==> src/hw/rtl/fresnel_reflectance_defines.svh <==
// assertion macros for the fresnel reflectance block
// used by the top level only; expects aclk and aresetn in scope
`ifndef FRESNEL_REFLECTANCE_DEFINES_SVH
`define FRESNEL_REFLECTANCE_DEFINES_SVH

// implication checked while out of reset
`define FRSN_ASSERT_IMPL(lbl, ante, cons) \
    lbl: assert property (@(posedge aclk) disable iff (!aresetn) (ante) |-> (cons)) \
        else $error("fresnel_reflectance check failed");

// next-cycle implication checked at every edge, reset included
`define FRSN_ASSERT_NEXT(lbl, ante, cons) \
    lbl: assert property (@(posedge aclk) (ante) |=> (cons)) \
        else $error("fresnel_reflectance check failed");

`endif

==> src/hw/rtl/frsn_pkg.sv <==
// shared widths, constants and types for the fresnel reflectance pipeline
// no dependencies
package frsn_pkg;

    localparam int COS_W       = 16;
    localparam int IDX_W       = 14;
    localparam int A_W         = 15;
    localparam int OUT_W       = 16;
    localparam int D_W         = 56;
    localparam int R_W         = 28;
    localparam int SQRT_STAGES = 28;
    localparam int RATIO_BITS  = 20;
    localparam int Q_W         = RATIO_BITS + 1;
    localparam int DEN_S_W     = 44;
    localparam int DEN_P_W     = 30;

    localparam logic [A_W-1:0]   ONE_Q14 = 15'd16384;
    localparam logic [IDX_W-1:0] ONE_Q12 = 14'd4096;
    localparam logic [OUT_W-1:0] ONE_Q15 = 16'd32768;

    typedef struct packed {
        logic             tir;
        logic             pos;
        logic [A_W-1:0]   a;
        logic [IDX_W-1:0] n;
        logic [27:0]      nsq;
    } frsn_side_t;

endpackage

==> src/hw/rtl/frsn_div.sv <==
// pipelined restoring divider for |p-q|/(p+q) in Q1.20, rounded half up
// depends on frsn_pkg
module frsn_div #(
    parameter int DEN_W = frsn_pkg::DEN_S_W
) (
    input  logic                       aclk,
    input  logic                       en,
    input  logic [DEN_W-1:0]           num,
    input  logic [DEN_W-1:0]           den,
    output logic [frsn_pkg::Q_W-1:0]   quot
);

    localparam int QW    = frsn_pkg::Q_W;
    localparam int REM_W = DEN_W + frsn_pkg::RATIO_BITS + 1;

    logic [REM_W-1:0] rem_reg  [QW];
    logic [DEN_W-1:0] den_reg  [QW];
    logic [QW-1:0]    q_reg    [QW];
    logic             zero_reg [QW];

    for (genvar k = 0; k < QW; k++) begin : g_stage
        localparam int BI = QW - 1 - k;
        logic [REM_W-1:0] rem_src, sh, rem_next;
        logic [DEN_W-1:0] den_src;
        logic [QW-1:0]    q_src, q_next;
        logic             zero_src, ge;

        if (k == 0) begin : g_first
            assign rem_src  = ({1'b0, num, frsn_pkg::RATIO_BITS'(0)})
                            + REM_W'(den >> 1);
            assign den_src  = den;
            assign q_src    = '0;
            assign zero_src = (den == '0);
        end else begin : g_rest
            assign rem_src  = rem_reg[k-1];
            assign den_src  = den_reg[k-1];
            assign q_src    = q_reg[k-1];
            assign zero_src = zero_reg[k-1];
        end

        always_comb begin
            sh       = REM_W'(den_src) << BI;
            ge       = rem_src >= sh;
            rem_next = ge ? (rem_src - sh) : rem_src;
            q_next   = q_src | (QW'(ge) << BI);
        end

        always_ff @(posedge aclk) begin
            if (en) begin
                rem_reg[k]  <= rem_next;
                den_reg[k]  <= den_src;
                q_reg[k]    <= q_next;
                zero_reg[k] <= zero_src;
            end
        end
    end

    // a zero denominator reads as a ratio of one
    assign quot = zero_reg[QW-1] ? (QW'(1) << frsn_pkg::RATIO_BITS) : q_reg[QW-1];

endmodule

==> config.mk <==
export PLATFORM = sky130hd
export DESIGN_NAME = frsn_div
export DESIGN_NICKNAME = d
export VERILOG_FILES = /design/src/hw/rtl/fresnel_reflectance_defines.svh /design/src/hw/rtl/frsn_pkg.sv /design/src/hw/rtl/frsn_div.sv
export SDC_FILE = /design/constraint.sdc
export NUM_CORES = 2
export LEC_CHECK = 0
export BUFFER_PORTS_ARGS = -buffer_cell sky130_fd_sc_hd__buf_2
export CAP_MARGIN = 15
export CORE_UTILIZATION = 50
export CTS_CLUSTER_SIZE = 20
export DETAILED_ROUTE_END_ITERATION = 10
export MAX_ROUTING_LAYER = met4
export PLACE_DENSITY = 0.65
export SKIP_LAST_GASP = 1
export SLEW_MARGIN = 25
export SYNTH_ARGS = -nofsm -noshare
export SYNTH_HDL_FRONTEND = slang
export SYNTH_SLANG_ARGS = --single-unit
==> constraint.sdc <==
create_clock -name aclk -period 11.1 [get_ports aclk]
set_input_delay 1.11 -clock aclk [delete_from_list [all_inputs] [get_ports aclk]]
set_output_delay 1.11 -clock aclk [all_outputs]
set_load 0.01 [all_outputs]
# Yosys cells after proc, flatten, opt, wreduce, memory -nomap -nowiden
# Memory sizes are Yosys's and may differ from the RTL's.
# Index checks and enable logic that the tools add are counted.
classes:
  addsub: 22
  multipliers: 0
  n_div: 0
  order_cmp: 21
  n_eq_ne: 0
  n_shift: 0
  n_mux: 24
  bitwise: 20
  n_reduce_logical: 1
op_table:
  columns: ["operator", "count"]
  rows:
  - ["65-bit two-way mux", 21]
  - ["64-bit by 43-bit adder with 65-bit output", 1]
  - ["65-bit by 44-bit >= comparator with 1-bit output", 1]
  - ["65-bit by 45-bit >= comparator with 1-bit output", 1]
  - ["65-bit by 46-bit >= comparator with 1-bit output", 1]
  - ["65-bit by 47-bit >= comparator with 1-bit output", 1]
  - ["65-bit by 48-bit >= comparator with 1-bit output", 1]
  - ["65-bit by 49-bit >= comparator with 1-bit output", 1]
  - ["65-bit by 50-bit >= comparator with 1-bit output", 1]
  - ["65-bit by 51-bit >= comparator with 1-bit output", 1]
  - ["65-bit by 52-bit >= comparator with 1-bit output", 1]
  - ["65-bit by 53-bit >= comparator with 1-bit output", 1]
  - ["65-bit by 54-bit >= comparator with 1-bit output", 1]
  - ["65-bit by 55-bit >= comparator with 1-bit output", 1]
  - ["65-bit by 56-bit >= comparator with 1-bit output", 1]
  - ["65-bit by 57-bit >= comparator with 1-bit output", 1]
  - ["65-bit by 58-bit >= comparator with 1-bit output", 1]
  - ["65-bit by 59-bit >= comparator with 1-bit output", 1]
  - ["65-bit by 60-bit >= comparator with 1-bit output", 1]
  - ["65-bit by 61-bit >= comparator with 1-bit output", 1]
  - ["65-bit by 62-bit >= comparator with 1-bit output", 1]
  - ["65-bit by 63-bit >= comparator with 1-bit output", 1]
  - ["65-bit by 64-bit >= comparator with 1-bit output", 1]
  - ["65-bit by 44-bit subtractor with 65-bit output", 1]
  - ["other kinds (43)", 44]
totals:
  register_bits: 0
  latchBits: 0
  ramBits: 2751
  mem_bits_ro: 0
  in_bits: 90
  output_inout_bits: 21
  word_cells: 92
  n_memories: 4
mem_list:
  columns: ["memory", "depth", "word_bits", "read_ports", "rd_ports_with_merged_regs", "write_ports", "line", "source"]
  rows:
  - ["rem_reg", 21, 65, 20, 0, 21, "frsn_div.sv:16", "logic [REM_W-1:0] rem_reg [QW];"]
  - ["den_reg", 21, 44, 20, 0, 21, "frsn_div.sv:17", "logic [DEN_W-1:0] den_reg [QW];"]
  - ["q_reg", 21, 21, 21, 0, 21, "frsn_div.sv:18", "logic [QW-1:0] q_reg [QW];"]
  - ["zero_reg", 21, 1, 21, 0, 21, "frsn_div.sv:19", "logic zero_reg [QW];"]

# Logic depth before layout (Yosys ltp)
logic_depth:
  word_depth: 3
  depth_mapped: 27
  ltp_nobuf: 24

# Worst setup path after synthesis
# No wires, ideal clock.
synth_path:
  path_type: "input to register"
  startpoint: "input num[5]"
  endpoint: "memory rem_reg[0][33] (netlist bit) (data pin)"
  setup_ns: 0.260
  arrival_time_ns: 5.831
  t_required_ns: 10.840
  path_slack_ns: 5.009
  cell_stages: 24
  n_path_buf: 2
  cell_sequence: "ha_1 > a21o_1 > a211oi_1 > nor2_1 > a31oi_1 > o21ai_0 > a31o_2 > a211o_1 > a21oi_1 > clkbuf_1 > nor2_1 > xor2_1 > ha_1 > a21oi_1 > o21bai_1 > a21oi_1 > nand2_1 > a211oi_1 > o21ai_0 > nand4_1 > a311oi_1 > a211oi_2 > buf_2 > mux2_2"
synth_lines:
  columns: ["element", "line", "source"]
  rows:
  - ["start, declared", "frsn_div.sv:8", "input logic [DEN_W-1:0] num,"]
  - ["end, declared", "frsn_div.sv:16", null]

==> qor.txt <==
initial DRC count: 9846
commonest non-fill, non-tap cell in the layout: edfxtp_1
Final #Nets: 14200
Worst Skew: 0.0425 ns
worst slew pin tran: 1.12 ns
mux share of post-synthesis cell area: 0.855%
H-Tree Depth: 4
routed len/inst: 23.1 um
Leakage Power: 0.0592 uW
antenna violations before repair: 12
Combinational Power Share: 44.9%
Remaining DRCs: 0
Largest register FFs: 1232
register area share after synthesis: 49.3%
FF+latch count, synth: 2222
TritonCTS clock tree: done
Post-synth ARST share: 0%
fmax: 138 MHz
Starting Density: 50.4%
I/O Buffers: 110
endpoints failing setup: 0
Tcrit/Tclk final: 65.5%
WS Path Type: primary input to flop
Layout Area Growth over Synthesis: 9.09%
clock sinks: 2222
Post-Route WL: 392000 um
routability congestion estimate: 0.976
Post-Synth XOR/XNOR Area: 6.43%
setup bufs post-CTS: 0
root buf cell: clkbuf_16
sequential share of power: 34.8%
post-synthesis compound-gate area fraction: 17.2%
Main synth FF type: edfxtp_1
pre-CTS WS: 2.99 ns
hold-fix buffers at CTS: 0
post-detail-place hpwl: 305000 um
Slew headroom: 25.4%
Critical Path Most Common Cell: buf_4
setup_tns: 0 ns
CP required: 11.78 ns
Final ANT Viol Nets: 0
Final Hold Fails: 0
largest family of logic cells by synthesized area: compound AO/OA/AOI/OAI gates
via count: 101000
max incr delay on CP: 0.66 ns
CP Launch Type: primary input
core area: 269000 sq um
Die Area: 273000 sq um
Overflow after GRT: 0
worst vdd rail ir drop: 0.000163 V
Synth top area share: 49.3%
final slew viol count: 0
simple-gate area share of the yosys netlist: 12.6%
fraction of layout cells with a size suffix above 1: 5.69%
Reg2Reg Depth: 15
RSZ-0062 raised after global routing: no
Tmin final: 7.27 ns
Setup crit end kind: flop
vias per inst: 5.96
P_int: 24600 uW
Worst-path clk slew: 0.07 ns
CP arrival: 7.95 ns
Net Sw Power: 16400 uW
max_cap viols: 0
commonest cells after routing, fill and taps aside: edfxtp_1, nand2_1, inv_1
Die Wd: 522 um
Post-Synthesis Cells: 13200
Cell Area, Synth: 135000 sq um
pin count of the biggest net entering global routing: 175
PD cells: 278 nW/um^2
Worst Hold Class: primary input to flop
final core utilization: 55.0%
drt first pass iters: 8
status: completed
first-pass GRT wire length: 590000 um
post-cts sizing count: 0
synth unique cells: 108
WHS: 0.399 ns
EDFF count, synth: 2222
Yosys top cell by area: edfxtp_1
WHS Path Cells: 1
Mean Syn Cell Area: 10.3 sq um
Worst-Skew Late Latency: 0.92 ns
Synth Warn #: 0
vias in the first global route: 96300
Slowest-stage cell, CP: nor2b_1
Boundary Pins: 111
Final Power: 41000 uW
top area cells in the synthesized netlist: edfxtp_1, ha_1, a21oi_1, o21ai_0, xnor2_1
Die Height: 522 um
syn nets: 14300
Max FO, Critical Path: 61
Sw Share: 40.0%
clk buf depth: 4
Final Worst Setup Slack: 3.83 ns
TritonCTS Buffers: 243
FP Rows: 190
Synth Area in Adders: 9.06%
gr usage total: 29.0%
Clock Power Share: 20.2%
[logic make-up after synthesis]
family	after synthesis
simple gates	3529
xor+xnor	994
buf+inv	1632
flops	2222
compound gates	3742
mux	105
fa+ha+maj	968
[worst max-delay path, delay by kind of cell]
family	cells	cell delay, ns
adders and majority gates	3	0.91
buffers and inverters	5	1.15
muxes	1	0.40
xor gates and xnor gates	1	0.23
AOI/OAI and AO/OA	9	2.63
and+or+nand+nor	6	1.46
[cells in the mapped netlist, types with 234 or more instances]
master / n
edfxtp_1: 2222
nand2_1: 1213
inv_1: 1201
a21oi_1: 1091
o21ai_0: 996
ha_1: 947
nor2_1: 750
a21o_1: 586
xnor2_1: 525
xor2_1: 469
clkbuf_1: 361
nand3_1: 234
[per-stage QoR]
step,cells,cell area [sq um]
global route,16900,148000
detailed placement,16500,140000
floorplan,13200,135000
finish,17000,148000
global placement,16500,140000
CTS,16900,148000
[final cells by class]
type,instances,area (sq um)
diodes,9,22.5
clock buffers,277,6270
clock inverters,171,1890
fillers,23400,121000
inverters,1207,4530
multi-input cells,9338,62700
flip-flops and latches,2222,66700
well taps,3552,4440
repair buffers,175,1190
[path summary, 6_finish.rpt]
path / start / slack [ns] / end
min: den[11] / 0.40 / rem_reg[0][10]
max: den[21] / 3.83 / rem_reg[0][21]
min reg2reg: zero_reg[0][7] / 0.40 / zero_reg[1][0]
max reg2reg: den_reg[3][94] / 5.59 / rem_reg[3][206]
[power by group through the flow]
stage / clock network (uW) / logic (uW) / registers, uW
2_1_floorplan: 0 / 13500 / 13300
3_3_place_gp: 0 / 17900 / 14400
3_5_place_dp: 0 / 18000 / 14400
4_1_cts: 8510 / 18200 / 14300
5_1_grt: 8790 / 20300 / 14500
6_report: 8310 / 18400 / 14300
[per-layer routing]
layer	vias to the layer above	share of wire (%)	wire, um	global-route usage (%)
met5	-	0	0	-
met1	49000	46	179000	40.1
met3	571	5.6	22100	3.20
li1	48300	-	-	-
met2	3139	46	180000	45.0
met4	0	2.8	11100	7.94
No activity file was read; power rests on OpenSTA's default activity.
