File: config.mk
export PLATFORM = sky130hd
export DESIGN_NAME = frsn_sqrt
export DESIGN_NICKNAME = d
export VERILOG_FILES = /design/src/hw/rtl/fresnel_reflectance_defines.svh /design/src/hw/rtl/frsn_pkg.sv /design/src/hw/rtl/frsn_sqrt.sv
export SDC_FILE = /design/constraint.sdc
export NUM_CORES = 2
export LEC_CHECK = 0
export BUFFER_PORTS_ARGS = -buffer_cell sky130_fd_sc_hd__buf_2
export CORE_ASPECT_RATIO = 0.6
export CORE_MARGIN = 5
export CORE_UTILIZATION = 30
export CTS_CLUSTER_SIZE = 40
export DETAILED_ROUTE_END_ITERATION = 8
export PLACE_DENSITY_LB_ADDON = 0.05
export SYNTH_ARGS = -nofsm -noshare
export SYNTH_HDL_FRONTEND = slang
export SYNTH_MEMORY_MAX_BITS = 65536
export SYNTH_SLANG_ARGS = --single-unit
File: constraint.sdc
create_clock -name aclk -period 10.85 [get_ports aclk]
set_input_delay 2.17 -clock aclk [delete_from_list [all_inputs] [get_ports aclk]]
set_output_delay 2.17 -clock aclk [all_outputs]
set_load 0.05 [all_outputs]
File: src/hw/rtl/fresnel_reflectance_defines.svh
// assertion macros for the fresnel reflectance block
// used by the top level only; expects aclk and aresetn in scope
`ifndef FRESNEL_REFLECTANCE_DEFINES_SVH
`define FRESNEL_REFLECTANCE_DEFINES_SVH

// implication checked while out of reset
`define FRSN_ASSERT_IMPL(lbl, ante, cons) \
    lbl: assert property (@(posedge aclk) disable iff (!aresetn) (ante) |-> (cons)) \
        else $error("fresnel_reflectance check failed");

// next-cycle implication checked at every edge, reset included
`define FRSN_ASSERT_NEXT(lbl, ante, cons) \
    lbl: assert property (@(posedge aclk) (ante) |=> (cons)) \
        else $error("fresnel_reflectance check failed");

`endif

File: src/hw/rtl/frsn_pkg.sv
// shared widths, constants and types for the fresnel reflectance pipeline
// no dependencies
package frsn_pkg;

    localparam int COS_W       = 16;
    localparam int IDX_W       = 14;
    localparam int A_W         = 15;
    localparam int OUT_W       = 16;
    localparam int D_W         = 56;
    localparam int R_W         = 28;
    localparam int SQRT_STAGES = 28;
    localparam int RATIO_BITS  = 20;
    localparam int Q_W         = RATIO_BITS + 1;
    localparam int DEN_S_W     = 44;
    localparam int DEN_P_W     = 30;

    localparam logic [A_W-1:0]   ONE_Q14 = 15'd16384;
    localparam logic [IDX_W-1:0] ONE_Q12 = 14'd4096;
    localparam logic [OUT_W-1:0] ONE_Q15 = 16'd32768;

    typedef struct packed {
        logic             tir;
        logic             pos;
        logic [A_W-1:0]   a;
        logic [IDX_W-1:0] n;
        logic [27:0]      nsq;
    } frsn_side_t;

endpackage

File: src/hw/rtl/frsn_sqrt.sv
// pipelined integer square root, one result bit per stage
// depends on frsn_pkg
module frsn_sqrt (
    input  logic                         aclk,
    input  logic                         aresetn,
    input  logic                         en,
    input  logic                         in_valid,
    input  logic [frsn_pkg::D_W-1:0]     in_d,
    input  frsn_pkg::frsn_side_t         in_side,
    output logic                         out_valid,
    output logic [frsn_pkg::R_W-1:0]     out_root,
    output frsn_pkg::frsn_side_t         out_side
);

    localparam int N = frsn_pkg::SQRT_STAGES;
    localparam int W = frsn_pkg::D_W;

    logic [N-1:0]         v_reg;
    logic [W-1:0]         rem_reg  [N];
    logic [W-1:0]         root_reg [N];
    frsn_pkg::frsn_side_t side_reg [N];

    always_ff @(posedge aclk) begin
        if (!aresetn) begin
            v_reg <= '0;
        end else if (en) begin
            v_reg <= {v_reg[N-2:0], in_valid};
        end
    end

    for (genvar k = 0; k < N; k++) begin : g_stage
        localparam int SH = 2 * (N - 1 - k);
        logic [W-1:0]         rem_src, root_src;
        frsn_pkg::frsn_side_t side_src;
        logic [W:0]           trial;
        logic                 ge;
        logic [W-1:0]         rem_next, root_next;

        if (k == 0) begin : g_first
            assign rem_src  = in_d;
            assign root_src = '0;
            assign side_src = in_side;
        end else begin : g_rest
            assign rem_src  = rem_reg[k-1];
            assign root_src = root_reg[k-1];
            assign side_src = side_reg[k-1];
        end

        always_comb begin
            trial     = {1'b0, root_src} + ((W+1)'(1) << SH);
            ge        = {1'b0, rem_src} >= trial;
            rem_next  = ge ? (rem_src - trial[W-1:0]) : rem_src;
            root_next = ge ? ((root_src >> 1) + (W'(1) << SH)) : (root_src >> 1);
        end

        always_ff @(posedge aclk) begin
            if (en) begin
                rem_reg[k]  <= rem_next;
                root_reg[k] <= root_next;
                side_reg[k] <= side_src;
            end
        end
    end

    assign out_valid = v_reg[N-1];
    assign out_root  = root_reg[N-1][frsn_pkg::R_W-1:0];
    assign out_side  = side_reg[N-1];

endmodule

## Word-level counts from Yosys, hierarchy flattened

Memories as Yosys holds them, arrays and structs flattened.
Index checks and enable logic that the tools add are counted.

| word-level totals | value |
|---|---|
| flip-flop bits (word level) | 28 |
| memories | 3 |
| RAM bits | 4,788 |
| logic and storage cells | 172 |

| cells by class | value |
|---|---|
| $add $sub $neg | 82 |
| multiplexer cells | 58 |
| magnitude comparators | 28 |

Memory list:

| name | words | bits a word | rd ports | clocked after Yosys merged registers in | wr ports | RTL line | RTL |
|---|---|---|---|---|---|---|---|
| side_reg | 28 | 59 | 28 | 0 | 28 | frsn_sqrt.sv:21 | `frsn_pkg::frsn_side_t side_reg [N];` |
| rem_reg | 28 | 56 | 27 | 0 | 28 | frsn_sqrt.sv:19 | `logic [W-1:0] rem_reg [N];` |
| root_reg | 28 | 56 | 28 | 0 | 28 | frsn_sqrt.sv:20 | `logic [W-1:0] root_reg [N];` |

Operators by type and width:

| kind | count |
|---|---|
| two-way mux 56 bit | 55 |
| >= comparator 56 x 57 -> 1 bit | 27 |
| subtractor 56 bit | 27 |
| adder 56 x 1 -> 57 bit (second input constant) | 1 |
| adder 56 x 11 -> 57 bit (second input constant) | 1 |
| adder 56 x 13 -> 57 bit (second input constant) | 1 |
| adder 56 x 15 -> 57 bit (second input constant) | 1 |
| adder 56 x 17 -> 57 bit (second input constant) | 1 |
| adder 56 x 19 -> 57 bit (second input constant) | 1 |
| adder 56 x 21 -> 57 bit (second input constant) | 1 |
| adder 56 x 23 -> 57 bit (second input constant) | 1 |
| adder 56 x 25 -> 57 bit (second input constant) | 1 |
| adder 56 x 27 -> 57 bit (second input constant) | 1 |
| adder 56 x 29 -> 57 bit (second input constant) | 1 |
| adder 56 x 3 -> 57 bit (second input constant) | 1 |
| adder 56 x 31 -> 57 bit (second input constant) | 1 |
| adder 56 x 33 -> 57 bit (second input constant) | 1 |
| adder 56 x 35 -> 57 bit (second input constant) | 1 |
| adder 56 x 37 -> 57 bit (second input constant) | 1 |
| adder 56 x 39 -> 57 bit (second input constant) | 1 |
| adder 56 x 41 -> 57 bit (second input constant) | 1 |
| adder 56 x 43 -> 57 bit (second input constant) | 1 |
| adder 56 x 45 -> 57 bit (second input constant) | 1 |
| adder 56 x 47 -> 57 bit (second input constant) | 1 |
| 37 further kinds | 38 |

## Logic depth before layout (Yosys ltp)

An unclocked memory read counts as a cell.

| depth | value |
|---|---|
| depth after elaboration | 4 |
| gate-level depth with buffers | 14 |

## Worst setup path before layout

No wires, ideal clock.

| path | value |
|---|---|
| path type | input to register |
| from | in in_d[55] (netlist bit) |
| to | mem rem_reg[0][55] (netlist bit) (data pin) |
| data arrival time | 3.344 ns |
| path buffers | 0 |
| cell stages on the path | 6 |
| data required time | 10.571 ns |
| setup slack | 7.226 ns |
| cells stage by stage | inv_1 -> ha_1 -> nor4b_1 -> nand4_1 -> o41ai_1 -> a21oi_1 |

RTL lines:

| element | RTL line | RTL |
|---|---|---|
| start: declaration | frsn_sqrt.sv:8 | `input logic [frsn_pkg::D_W-1:0] in_d,` |
| end: declaration | frsn_sqrt.sv:19 |  |

==> summary.md <==
| Metric | Value |
|---|---|
| Hold Path End | `side_reg[0][621]` |
| Synth Area in Simple Gates | `0.0768` |
| Worst Reg-to-Reg Cells | `12` |
| CTS Sinks | `approximately 3,600` |
| Starting Density | `0.302` |
| Max H-tree Level | `5` |
| Peak VDD IR | `0.000129 V` |
| Initial antenna violation count | `40` |
| Final period util | `0.492` |
| CP Class | `flop to flop` |
| RR Endpoint | `rem_reg[1][274]` |
| DP Wirelength | `233 mm` |
| Final setup fails | `0` |
| Number of setup buffers added after CTS | `0` |
| Slew headroom | `0.000197` |
| Fraction of registers with async set or reset after synthesis | `0` |
| DRC Markers | `0` |
| Failing checks | `capacitance limit` |
| Xor/xnor cell area share of the yosys netlist | `0.0404` |
| Flop-to-flop setup slack | `about 5.5 ns` |
| Clk pwr share | `0.357` |
| Layout cells sized above 1 | `0.0992` |
| Worst Path Arrival | `approximately 6.0 ns` |
| Vias in the first global route | `between 70,000 and 80,000` |
| Pwr Density | `214 mW/mm2` |
| GRT overflow | `0` |
| Max reg flops | `1,652` |
| Fillcell total | `45,000` |
| Ys flop type | `edfxtp_1` |
| Die H | `between 500 and 600 um` |
| Register area share after synthesis | `0.759` |
| Post-Syn Instances | `8,904` |
| CP Launch Type | `flop` |
| Clk_skew | `~0.040 ns` |
| Top Ports | `slightly above 200` |
| Worst-Margin Slew | `~1.5 ns` |
| Synth Area in Adders | `0.0381` |
| Footprint of the multi-input gates | `about 0.032 mm2` |
| CTS tree | `built` |
| CP max FO | `47` |
| First-pass GRT wire length | `492 mm` |
| CP Capture Type | `flop` |
| Post-CTS Resized | `0` |
| CTS root buf | `clkbuf_16` |
| Width of the chip | `898 um` |
| Register area | `0.108 mm2` |
| Cell Area, Synth | `0.142 mm2` |
| Hold violation count in the final report | `0` |
| Int Pwr | `25.7 mW` |
| Post-synth cell types | `84` |
| Max cap viols | `1` |
| Clock period minus worst slack | `around 5.3 ns` |
| Hold path start | `side_reg[0][562]` |
| Largest family of logic cells by synthesized area | `simple AND/OR/NAND/NOR gates` |
| Core Box Area | `approximately 0.47 mm2` |
| Worst hold slack | `roughly 0.4 ns` |
| RD Place Congestion | `a little under 0.9` |
| Avg WL per Cell | `20.9 um` |
| Achievable frequency | `~0.19 GHz` |
| RSZ-0062 raised after global routing | `no` |
| Gate power share | `0.136` |
| Worst slack, placed | `5.53 ns` |
| Util after Layout | `0.347` |
| Yosys warnings | `0` |
| Clock Latency Late Sink | `approximately 0.96 ns` |
| Post-synth EDFFs | `3,570` |
| Leak | `between 50 and 60 nW` |
| Worst setup margin | `roughly 5.5 ns` |
| DIE AREA | `roughly 0.49 mm2` |
| Compound-gate portion of the synthesized area | `0.0590` |
| Post-Layout Cell Count | `16,000` |
| Via-per-instance ratio | `4.70` |
| Switching pwr | `9.31 mW` |
| Seq pwr share | `0.507` |
| Post-DRT Antenna Nets | `0` |
| Outcome | `finished, violations left` |
| Hold Crit Depth | `0` |
| Switching Fraction | `0.266` |
| Critical R2R Launch | `rem_reg[1][171]` |
| Final Slew Violations | `0` |
| Mux contribution to synthesized area | `0.00894` |
| Num CTS Buffers | `372` |
| WL final | `335 mm` |
| Min-Delay Path Class | `flop to flop` |
| Layout Nets | `9,982` |
| Clock tree buffer depth | `4` |
| Row cnt | `a little under 200` |
| Register bit total from synthesis | `~3,600` |
| Via Count | `75,400` |
| Area Overhead vs Synth | `14.9%` |
| Starting DRT DRC Count | `7,418` |
| Syn nets | `9,455` |
| Synth Area per Inst | `approximately 16 um2` |
| DR pass1 iterations | `6` |
| CTS Hold Buffers Added | `0` |
| Inst Count DP | `15,400` |
| Pin count of the biggest net entering global routing | `198` |
| Setup TNS | `0 ns` |
| GRT Total Usage | `0.133` |
| Worst-path clk slew | `0.06 ns` |
| Port Buffers | `206` |
| WP data required | `about 12 ns` |
==> placed cells by master (no fill, tap or decap), types with 206 or more instances in the layout <==
master and n:
a21oi_1 450, buf_2 206, clkbuf_16 378, edfxtp_1 3570, ha_1 432, inv_1 538
nand2_1 368, nor2_1 491, nor4_1 239, o21ai_0 292, xnor2_1 339, xor2_1 316
==> per-layer routing <==
| metal | vias up | GRT usage | share of wire |
|---|---|---|---|
| met5 | - | 0 | 0.000078 |
| met4 | 4 | 0.0281 | 0.020 |
| met3 | 448 | 0.0362 | 0.083 |
| met2 | 2198 | 0.138 | 0.31 |
| met1 | 37600 | 0.243 | 0.59 |
| li1 | 35200 | - | - |
==> how the worst max path moves through the flow <==
stage                               start         endpoint
after floorplan                  in_d[55]   rem_reg[0][55]
after global placement    rem_reg[1][400]  rem_reg[1][482]
after detailed placement  rem_reg[1][400]  rem_reg[1][482]
after CTS                 rem_reg[1][400]  rem_reg[1][482]
after global routing      rem_reg[1][171]  rem_reg[1][274]
final                     rem_reg[1][171]  rem_reg[1][274]
==> cell usage after synthesis (all sizes together) (30+ instances only) <==
cell type  instances  area (um2)
o21ai            295        1480
a31oi             31         194
a21oi            451        2260
mux2              79         890
xor2             316        2770
nand3            130         651
a21o             171        1280
and3              32         200
nand2b            75         469
ha               432        5410
nor2b             85         532
mux2i             38         380
xnor2            339        2970
clkbuf           121         454
o211ai            30         225
nor4b             39         342
nor3             200        1000
or4               78         593
nand4            119         744
nor4             257        1610
nor2             491        1840
or3               75         474
edfxtp          3570      107000
o21a             102         766
nand2            368        1380
inv              539        2020
==> area by class of cell <==
| type | count | area share |
|---|---|---|
| timing repair buffer | 293 | 0.0120 |
| antenna | 18 | 0.000276 |
| clock inverter | 201 | 0.0110 |
| inverter | 539 | 0.0124 |
| clock buffer | 461 | 0.0599 |
| sequential | 3598 | 0.660 |
| multi-input combinational | 4627 | 0.196 |
| tap | 6304 | 0.0483 |
==> per-stage QoR <==
step / instance area [um2] / power (mW)
after global placement: 152000 / 22.6
after global routing: 163000 / 36.8
final: 163000 / 35.0
after floorplan: 142000 / 20.7
after detailed placement: 152000 / 22.7
after CTS: 163000 / 35.6
==> critical path, stage by stage (launching register included) <==
cell       delay, ns
edfxtp_1        0.39
or4_1           0.60
nor4_1          0.88
buf_4           0.25
nand4_1         0.32
nor4bb_1        0.26
nor2b_1         0.22
and3_1          0.18
buf_4           0.29
inv_1           0.52
nand3_1         0.40
a2111oi_0       0.58
xor2_1          0.13
==> cell families after synthesis <==
family          count (synthesis)
flops                        3598
xor+xnor                      655
fa+ha+maj                     432
simple gates                 2082
compound gates               1341
buf+inv                       679
mux                           117
==> power by group through the flow <==
stage	Combinational (mW)	Sequential (mW)	Clock (mW)
final	4.77	17.7	12.5
after global routing	5.20	17.9	13.7
after CTS	4.68	17.7	13.1
after detailed placement	4.64	18.0	0
after global placement	4.61	18.0	0
after floorplan	3.04	17.7	0
No activity file was read; power rests on OpenSTA's default activity.
