### src/hw/rtl/fresnel_reflectance_defines.svh
// assertion macros for the fresnel reflectance block
// used by the top level only; expects aclk and aresetn in scope
`ifndef FRESNEL_REFLECTANCE_DEFINES_SVH
`define FRESNEL_REFLECTANCE_DEFINES_SVH

// implication checked while out of reset
`define FRSN_ASSERT_IMPL(lbl, ante, cons) \
    lbl: assert property (@(posedge aclk) disable iff (!aresetn) (ante) |-> (cons)) \
        else $error("fresnel_reflectance check failed");

// next-cycle implication checked at every edge, reset included
`define FRSN_ASSERT_NEXT(lbl, ante, cons) \
    lbl: assert property (@(posedge aclk) (ante) |=> (cons)) \
        else $error("fresnel_reflectance check failed");

`endif

### src/hw/rtl/frsn_pkg.sv
// shared widths, constants and types for the fresnel reflectance pipeline
// no dependencies
package frsn_pkg;

    localparam int COS_W       = 16;
    localparam int IDX_W       = 14;
    localparam int A_W         = 15;
    localparam int OUT_W       = 16;
    localparam int D_W         = 56;
    localparam int R_W         = 28;
    localparam int SQRT_STAGES = 28;
    localparam int RATIO_BITS  = 20;
    localparam int Q_W         = RATIO_BITS + 1;
    localparam int DEN_S_W     = 44;
    localparam int DEN_P_W     = 30;

    localparam logic [A_W-1:0]   ONE_Q14 = 15'd16384;
    localparam logic [IDX_W-1:0] ONE_Q12 = 14'd4096;
    localparam logic [OUT_W-1:0] ONE_Q15 = 16'd32768;

    typedef struct packed {
        logic             tir;
        logic             pos;
        logic [A_W-1:0]   a;
        logic [IDX_W-1:0] n;
        logic [27:0]      nsq;
    } frsn_side_t;

endpackage

### src/hw/rtl/frsn_front.sv
// front pipeline: operand clamping, squares, total reflection test and sqrt radicand
// depends on frsn_pkg
module frsn_front (
    input  logic                                aclk,
    input  logic                                aresetn,
    input  logic                                en,
    input  logic                                in_valid,
    input  logic [frsn_pkg::COS_W-1:0]          cos_incident,
    input  logic [frsn_pkg::IDX_W-1:0]          refractive_index,
    output logic                                out_valid,
    output logic [frsn_pkg::D_W-1:0]            out_d,
    output frsn_pkg::frsn_side_t                out_side
);

    logic [16:0]                     mag_next;
    logic [frsn_pkg::A_W-1:0]        a_next;
    logic [frsn_pkg::IDX_W-1:0]      n_next;
    logic                            pos_next;

    logic [4:0]                      v_reg;
    logic [frsn_pkg::A_W-1:0]        a1_reg, a2_reg, a3_reg, a4_reg;
    logic [frsn_pkg::IDX_W-1:0]      n1_reg, n2_reg, n3_reg, n4_reg;
    logic                            pos1_reg, pos2_reg, pos3_reg, pos4_reg;
    logic [28:0]                     asq2_reg;
    logic [27:0]                     nsq2_reg, nsq3_reg, nsq4_reg;
    logic [28:0]                     s2_3_reg, s2_4_reg;
    logic [42:0]                     pphi4_reg;
    logic [41:0]                     pplo4_reg;
    logic [56:0]                     lhs_next, rhs_next, diff_next;
    logic [frsn_pkg::D_W-1:0]        d_reg;
    frsn_pkg::frsn_side_t            side_reg;

    always_comb begin
        mag_next = cos_incident[15] ? (17'h10000 - {1'b0, cos_incident})
                                    : {1'b0, cos_incident};
        a_next   = (mag_next > {2'b00, frsn_pkg::ONE_Q14}) ? frsn_pkg::ONE_Q14
                                                             : mag_next[14:0];
        n_next   = (refractive_index < frsn_pkg::ONE_Q12) ? frsn_pkg::ONE_Q12
                                                            : refractive_index;
        pos_next = (cos_incident != '0) && !cos_incident[15];
    end

    // leaving the medium: lhs = n^2 * sin^2, rhs = 2^52
    // entering: lhs = 2^24 * sin^2, rhs = n^2 * 2^28
    always_comb begin
        if (pos4_reg) begin
            lhs_next = {pphi4_reg, 14'b0} + {15'b0, pplo4_reg};
            rhs_next = 57'd1 << 52;
        end else begin
            lhs_next = {4'b0, s2_4_reg, 24'b0};
            rhs_next = {1'b0, nsq4_reg, 28'b0};
        end
        diff_next = rhs_next - lhs_next;
    end

    always_ff @(posedge aclk) begin
        if (!aresetn) begin
            v_reg <= '0;
        end else if (en) begin
            v_reg <= {v_reg[3:0], in_valid};
        end
    end

    always_ff @(posedge aclk) begin
        if (en) begin
            a1_reg   <= a_next;
            n1_reg   <= n_next;
            pos1_reg <= pos_next;

            a2_reg   <= a1_reg;
            n2_reg   <= n1_reg;
            pos2_reg <= pos1_reg;
            asq2_reg <= 29'(a1_reg * a1_reg);
            nsq2_reg <= 28'(n1_reg * n1_reg);

            a3_reg   <= a2_reg;
            n3_reg   <= n2_reg;
            pos3_reg <= pos2_reg;
            nsq3_reg <= nsq2_reg;
            s2_3_reg <= (29'd1 << 28) - asq2_reg;

            a4_reg    <= a3_reg;
            n4_reg    <= n3_reg;
            pos4_reg  <= pos3_reg;
            nsq4_reg  <= nsq3_reg;
            s2_4_reg  <= s2_3_reg;
            pphi4_reg <= 43'(nsq3_reg * s2_3_reg[28:14]);
            pplo4_reg <= 42'(nsq3_reg * s2_3_reg[13:0]);

            d_reg        <= diff_next[55:0];
            side_reg.tir <= diff_next[56] || (diff_next == '0);
            side_reg.pos <= pos4_reg;
            side_reg.a   <= a4_reg;
            side_reg.n   <= n4_reg;
            side_reg.nsq <= nsq4_reg;
        end
    end

    assign out_valid = v_reg[4];
    assign out_d     = d_reg;
    assign out_side  = side_reg;

endmodule

### config.mk
export PLATFORM = sky130hd
export DESIGN_NAME = frsn_front
export DESIGN_NICKNAME = d
export VERILOG_FILES = /design/src/hw/rtl/fresnel_reflectance_defines.svh /design/src/hw/rtl/frsn_pkg.sv /design/src/hw/rtl/frsn_front.sv
export SDC_FILE = /design/constraint.sdc
export NUM_CORES = 2
export LEC_CHECK = 0
export BUFFER_PORTS_ARGS = -buffer_cell sky130_fd_sc_hd__buf_2
export CORE_MARGIN = 2
export CORE_UTILIZATION = 39
export CTS_BUF_LIST = sky130_fd_sc_hd__clkbuf_4
export CTS_CLUSTER_SIZE = 12
export DETAILED_ROUTE_END_ITERATION = 8
export GPL_ROUTABILITY_DRIVEN = 0
export HOLD_SLACK_MARGIN = 0.02
export PLACE_DENSITY_LB_ADDON = 0.25
export SLEW_MARGIN = 10
export SYNTH_ARGS = -nofsm -noshare
export SYNTH_HDL_FRONTEND = slang
export SYNTH_SLANG_ARGS = --single-unit
export TNS_END_PERCENT = 100
### constraint.sdc
create_clock -name aclk -period 18.65 [get_ports aclk]
set_clock_uncertainty 0.1 [all_clocks]
set_input_delay 1.865 -clock aclk [delete_from_list [all_inputs] [get_ports aclk]]
set_output_delay 1.865 -clock aclk [all_outputs]
set_load 0.02 [all_outputs]
## After elaboration in Yosys (flattened, before gate mapping)

Index checks and enable logic that the tools add are counted.

- Add/sub/neg operators: 4
- Multipliers: 4
- $lt $le $gt $ge: 2
- Muxes and demuxes: 3
- Reductions and logical operators: 5

Operators with widths:

| cell | number |
|---|---|
| $add A57 B42 Y57 | 1 |
| $logic_not A57 Y1 | 1 |
| $mux W57 | 1 |
| $sub A57 B57 Y57 | 1 |
| $mux W56 | 1 |
| $mul A28 B15 Y43 | 1 |
| $mul A28 B14 Y42 | 1 |
| $mul A15 B15 Y29 | 1 |
| $sub A29 B29 Y29 const A | 1 |
| $mul A14 B14 Y28 | 1 |
| $gt A17 B15 Y1 const B | 1 |
| $mux W17 | 1 |
| $sub A17 B16 Y17 const A | 1 |
| $reduce_bool A16 Y1 | 1 |
| $lt A14 B13 Y1 const B | 1 |
| $logic_and A1 B1 Y1 | 1 |
| $logic_not A1 Y1 | 1 |
| $logic_or A1 B1 Y1 | 1 |

- Register bits after elaboration: 496
- Bits of input ports: 34
- Output and inout port bits: 116
- Word-level logic and storage cells: 45

## Longest topological paths before layout

- Word-level depth: 5
- Mapped depth: 29

## Worst setup path before layout

Ideal clock, no wire load.

- Path kind: reg2reg
- Start point: reg s2_3_reg[17]
- End point: reg pphi4_reg[42] (data pin)
- Data arrival time: 7.128 ns
- Data required time: 18.290 ns
- Slack: 11.162 ns
- Stages on the path, launching flop included: 29
- Path buffers: 2
- Clock period less this slack: 7.488 ns
- Cells stage by stage: edfxtp_1 > clkbuf_1 > clkbuf_1 > nand2_1 > fa_1 > inv_1 > fa_1 > fa_1 > fa_1 > inv_1 > fa_1 > inv_1 > fa_1 > ha_1 > a21o_1 > a21o_1 > a21oi_1 > o21ai_0 > a21oi_1 > o31ai_1 > a221o_1 > a211oi_1 > nor2_1 > a32o_1 > o31ai_1 > nor4_1 > nor4_1 > a21oi_1 > xnor2_1

- Word-level cells in the longest chain between the ends: 1

Ends and longest elaborated chain:

| item | line | source |
|---|---|---|
| from (decl) | frsn_front.sv:26 | `logic [28:0] s2_3_reg, s2_4_reg;` |
| from (signal assigned) | frsn_front.sv:80 | `s2_3_reg <= (29'd1 << 28) - asq2_reg;` |
| $mul A28 B15 Y43 | frsn_front.sv:87 | `pphi4_reg <= 43'(nsq3_reg * s2_3_reg[28:14]);` |
| to (signal assigned) | frsn_front.sv:87 |  |
| to (decl) | frsn_front.sv:27 | `logic [42:0] pphi4_reg;` |

Every way passes these cells.
A chain may end at the register's enable or synchronous reset.

## Final worst setup path

- Start point: reg nsq3_reg[5]
- End point: reg pphi4_reg[42] (data pin)

- Word-level cells in the longest chain between the ends: 1

Ends and longest elaborated chain:

| item | line | source |
|---|---|---|
| from (decl) | frsn_front.sv:25 | `logic [27:0] nsq2_reg, nsq3_reg, nsq4_reg;` |
| from (signal assigned) | frsn_front.sv:79 | `nsq3_reg <= nsq2_reg;` |
| $mul A28 B15 Y43 | frsn_front.sv:87 |  |

Every way passes these cells.

==> qor.txt <==
status: complete, no violations
arrival time of data at the critical path endpoint: 9.29 ns
post-synthesis cell type count: 81
achievable frequency: 117.4 MHz
WHS: 0.2481 ns
detailed router's first-iteration violation count: 2,168
CTS sink count: 480
count of buffer and inverter cells on the critical path: 3
per-cell routed wire length: 18.12 um
cell area after synthesis: 0.05558 mm2
later-pin clock latency in the skew report: 1.17 ns
flip-flop count of the largest register after layout: 57
Hold Violations, Final: 0
CP max-delay cell: sky130_fd_sc_hd__edfxtp_1
Filler Cell Count: 13,718
most frequent standard cell in the layout excluding fill and tap cells: sky130_fd_sc_hd__inv_1
WL met3: 6.468 mm
cell type with the highest aggregate area in the netlist: sky130_fd_sc_hd__fa_1
count of standard-cell rows: 138
initial antenna violation count: 3
Met2 Routed Length: 66.33 mm
HP Class: reg -> reg
number of top-level pins: 150
top cell type's share of synthesized area: 31.88%
overall die width: 381.5 um
maximum fanout along the worst path: 29
kind of cell adding the most delay to the critical path: adder cells
number of setup buffers added after CTS: 0
Finished Cell Area: 0.06024 mm2
fraction of registers with async set/reset: 0%
detailed-route via count: 37,583
GRT Residual Overflow: 0
number of buffers inserted by port buffering: 147
unrepaired setup endpoints after global routing: false
Hold-fix buffers, CTS: 0
class of the most critical setup path: reg -> reg
maximum number of pins on one net before global-route repair: 90
y dimension of the die: 381.5 um
final number of setup-violating endpoints: 0
final setup slack of the worst path: 10.13 ns
cells resized by post-CTS repair: 0
critical path capture point type: flip-flop
Tot GR Track Use: 19.23%
post-layout min period: 8.515 ns
H-tree depth: 4
post-route setup TNS: 0 ns
syn_area_per_cell: 10.41 um2
sequential element share of the synthesized area: 25.84%
Initial Utilization: 39.26%
top post-synthesis cells by area: sky130_fd_sc_hd__fa_1 (32%), sky130_fd_sc_hd__edfxtp_1 (26%), sky130_fd_sc_hd__ha_1 (10%), sky130_fd_sc_hd__inv_1 (6.4%), sky130_fd_sc_hd__and2_1 (4.5%)
layout net count: 6,865
CTS buffer count: 143
routed length on met1: 57.45 mm
Max-slew headroom: 20.12%
cell type with the highest occurrence count on the critical path: sky130_fd_sc_hd__fa_1
Routed Wire Length: 135.8 mm
area growth from synthesis to layout: 8.388%
Data required, critical path: 19.43 ns
CTS tree: yes
launching element type of the critical path: flip-flop
antenna-violating nets left: 0
first-pass GRT wire length: 219.1 mm
area of the core: 0.1416 mm2
worst slack, placed: 10.23 ns
full die area: 0.1455 mm2
leading cell types in the layout, fill and taps excluded: sky130_fd_sc_hd__inv_1 (950), sky130_fd_sc_hd__fa_1 (885), sky130_fd_sc_hd__nand2_1 (653)
detailed-placement wirelength estimate: 104.3 mm
buffer levels on the longest clock path: 3
number of flops mapped to enable cells by yosys: 475
top routing layer in use: met4
max incr delay on CP: 1.12 ns
via density per instance: 5.014
ratio of cells with drive above 1 in the final layout: 8.324%
Detailed Routing Iterations Pass 1: 7
CTS root buffer: sky130_fd_sc_hd__clkbuf_4
Final Max Tran Viols: 0
yosys synthesis warning count: 0
via count of the first global-routing pass: 39,979
most frequently used flop master after synthesis: sky130_fd_sc_hd__edfxtp_1
flop and latch count out of synthesis: 480
standard cell area after detailed placement: 0.05841 mm2
measured slew at the worst slew-check pin: 1.198 ns
Post-route DRC: 0
post-route clock period utilization: 45.66%
post-synthesis instance total: 5,340
post-CTS clock slew at the launch and capture registers of the worst setup and hold paths: 0.07 ns
max-cap viol count: 0
metal layers:
layer  track usage [%]  vias to the layer above
met2             32.46                      876
met1             24.54                    19157
met5                 0                        -
met3             3.049                      220
met4             8.085                        0
li1                  -                    17330
through the flow:
step	cells	util [%]
final	7496	42.55
after global routing	7495	42.55
after CTS	7488	42.53
after detailed placement	7243	41.26
after global placement	7243	41.26
after floorplan	5355	-
worst reg2reg max path, cell delays in order, from the launching register on:
cell and delay (ns):
sky130_fd_sc_hd__edfxtp_1 1.12, sky130_fd_sc_hd__nand2_1 0.19, sky130_fd_sc_hd__fa_1 0.48, sky130_fd_sc_hd__fa_1 0.53, sky130_fd_sc_hd__fa_1 0.56, sky130_fd_sc_hd__inv_1 0.05
sky130_fd_sc_hd__fa_1 0.47, sky130_fd_sc_hd__inv_1 0.05, sky130_fd_sc_hd__fa_1 0.49, sky130_fd_sc_hd__inv_1 0.05, sky130_fd_sc_hd__fa_1 0.43, sky130_fd_sc_hd__ha_1 0.38
sky130_fd_sc_hd__a21o_1 0.20, sky130_fd_sc_hd__a21o_1 0.16, sky130_fd_sc_hd__a21oi_1 0.19, sky130_fd_sc_hd__o21ai_0 0.12, sky130_fd_sc_hd__a21oi_1 0.18, sky130_fd_sc_hd__o31ai_1 0.16
sky130_fd_sc_hd__a221o_1 0.37, sky130_fd_sc_hd__a211oi_1 0.25, sky130_fd_sc_hd__nor2_1 0.14, sky130_fd_sc_hd__a32o_1 0.31, sky130_fd_sc_hd__o31ai_1 0.43, sky130_fd_sc_hd__nor4_1 0.10
sky130_fd_sc_hd__nor4_1 0.42, sky130_fd_sc_hd__a21oi_1 0.14, sky130_fd_sc_hd__xnor2_1 0.15
layout make-up:
| class | count | area, um2 | share of cell area (%) |
|---|---|---|---|
| inverter | 950 | 3566 | 5.919 |
| tap | 1890 | 2365 | 3.925 |
| multi-input combinational | 3711 | 36890 | 61.23 |
| sequential | 480 | 14360 | 23.84 |
| clock inverter | 60 | 417.9 | 0.6937 |
| timing repair buffer | 212 | 1234 | 2.048 |
| clock buffer | 185 | 1389 | 2.305 |
| antenna | 8 | 20.02 | 0.03323 |
Yosys cell counts, types with 23 or more instances:
| master | instances |
|---|---|
| sky130_fd_sc_hd__a21o_1 | 69 |
| sky130_fd_sc_hd__a21oi_1 | 172 |
| sky130_fd_sc_hd__and2_1 | 399 |
| sky130_fd_sc_hd__and3_1 | 23 |
| sky130_fd_sc_hd__clkbuf_1 | 202 |
| sky130_fd_sc_hd__edfxtp_1 | 475 |
| sky130_fd_sc_hd__fa_1 | 885 |
| sky130_fd_sc_hd__ha_1 | 448 |
| sky130_fd_sc_hd__inv_1 | 950 |
| sky130_fd_sc_hd__mux2i_1 | 23 |
| sky130_fd_sc_hd__nand2_1 | 653 |
| sky130_fd_sc_hd__nand3_1 | 49 |
| sky130_fd_sc_hd__nor2_1 | 193 |
| sky130_fd_sc_hd__nor2b_1 | 68 |
| sky130_fd_sc_hd__nor3_1 | 48 |
| sky130_fd_sc_hd__o21a_1 | 28 |
| sky130_fd_sc_hd__o21ai_0 | 75 |
| sky130_fd_sc_hd__o21bai_1 | 38 |
| sky130_fd_sc_hd__or3_1 | 34 |
| sky130_fd_sc_hd__xnor2_1 | 157 |
| sky130_fd_sc_hd__xor2_1 | 87 |
cells by family (layout without fill, tap and decap cells):
logic type                 count (synthesis)  count (layout)  synth area share (%)
and+or+nand+nor                         1573            1573                 13.85
adders and majority gates               1333            1333                 41.96
buffers and inverters                   1164            1407                 7.890
AOI/OAI and AO/OA                        519             519                 6.141
DFF                                      480             480                 25.84
xor gates and xnor gates                 244             244                 3.845
muxes                                     25              25                0.4547
other                                      2              25               0.01351
worst paths after layout:
| kind | startpoint | endpoint | slack [ns] | cells after the start |
|---|---|---|---|---|
| setup / recovery | nsq3_reg[5]$_DFFE_PP_ | pphi4_reg[42]$_DFFE_PP_ | 10.13 | 26 |
| hold / removal | a3_reg[5]$_DFFE_PP_ | a4_reg[5]$_DFFE_PP_ | 0.25 | 0 |
| setup reg to reg | nsq3_reg[5]$_DFFE_PP_ | pphi4_reg[42]$_DFFE_PP_ | 10.13 | 26 |
| hold reg to reg | a3_reg[5]$_DFFE_PP_ | a4_reg[5]$_DFFE_PP_ | 0.25 | 0 |
Power is not shown: default switching activity piles up to over one toggle a cycle in this logic, so the estimate is an artifact.
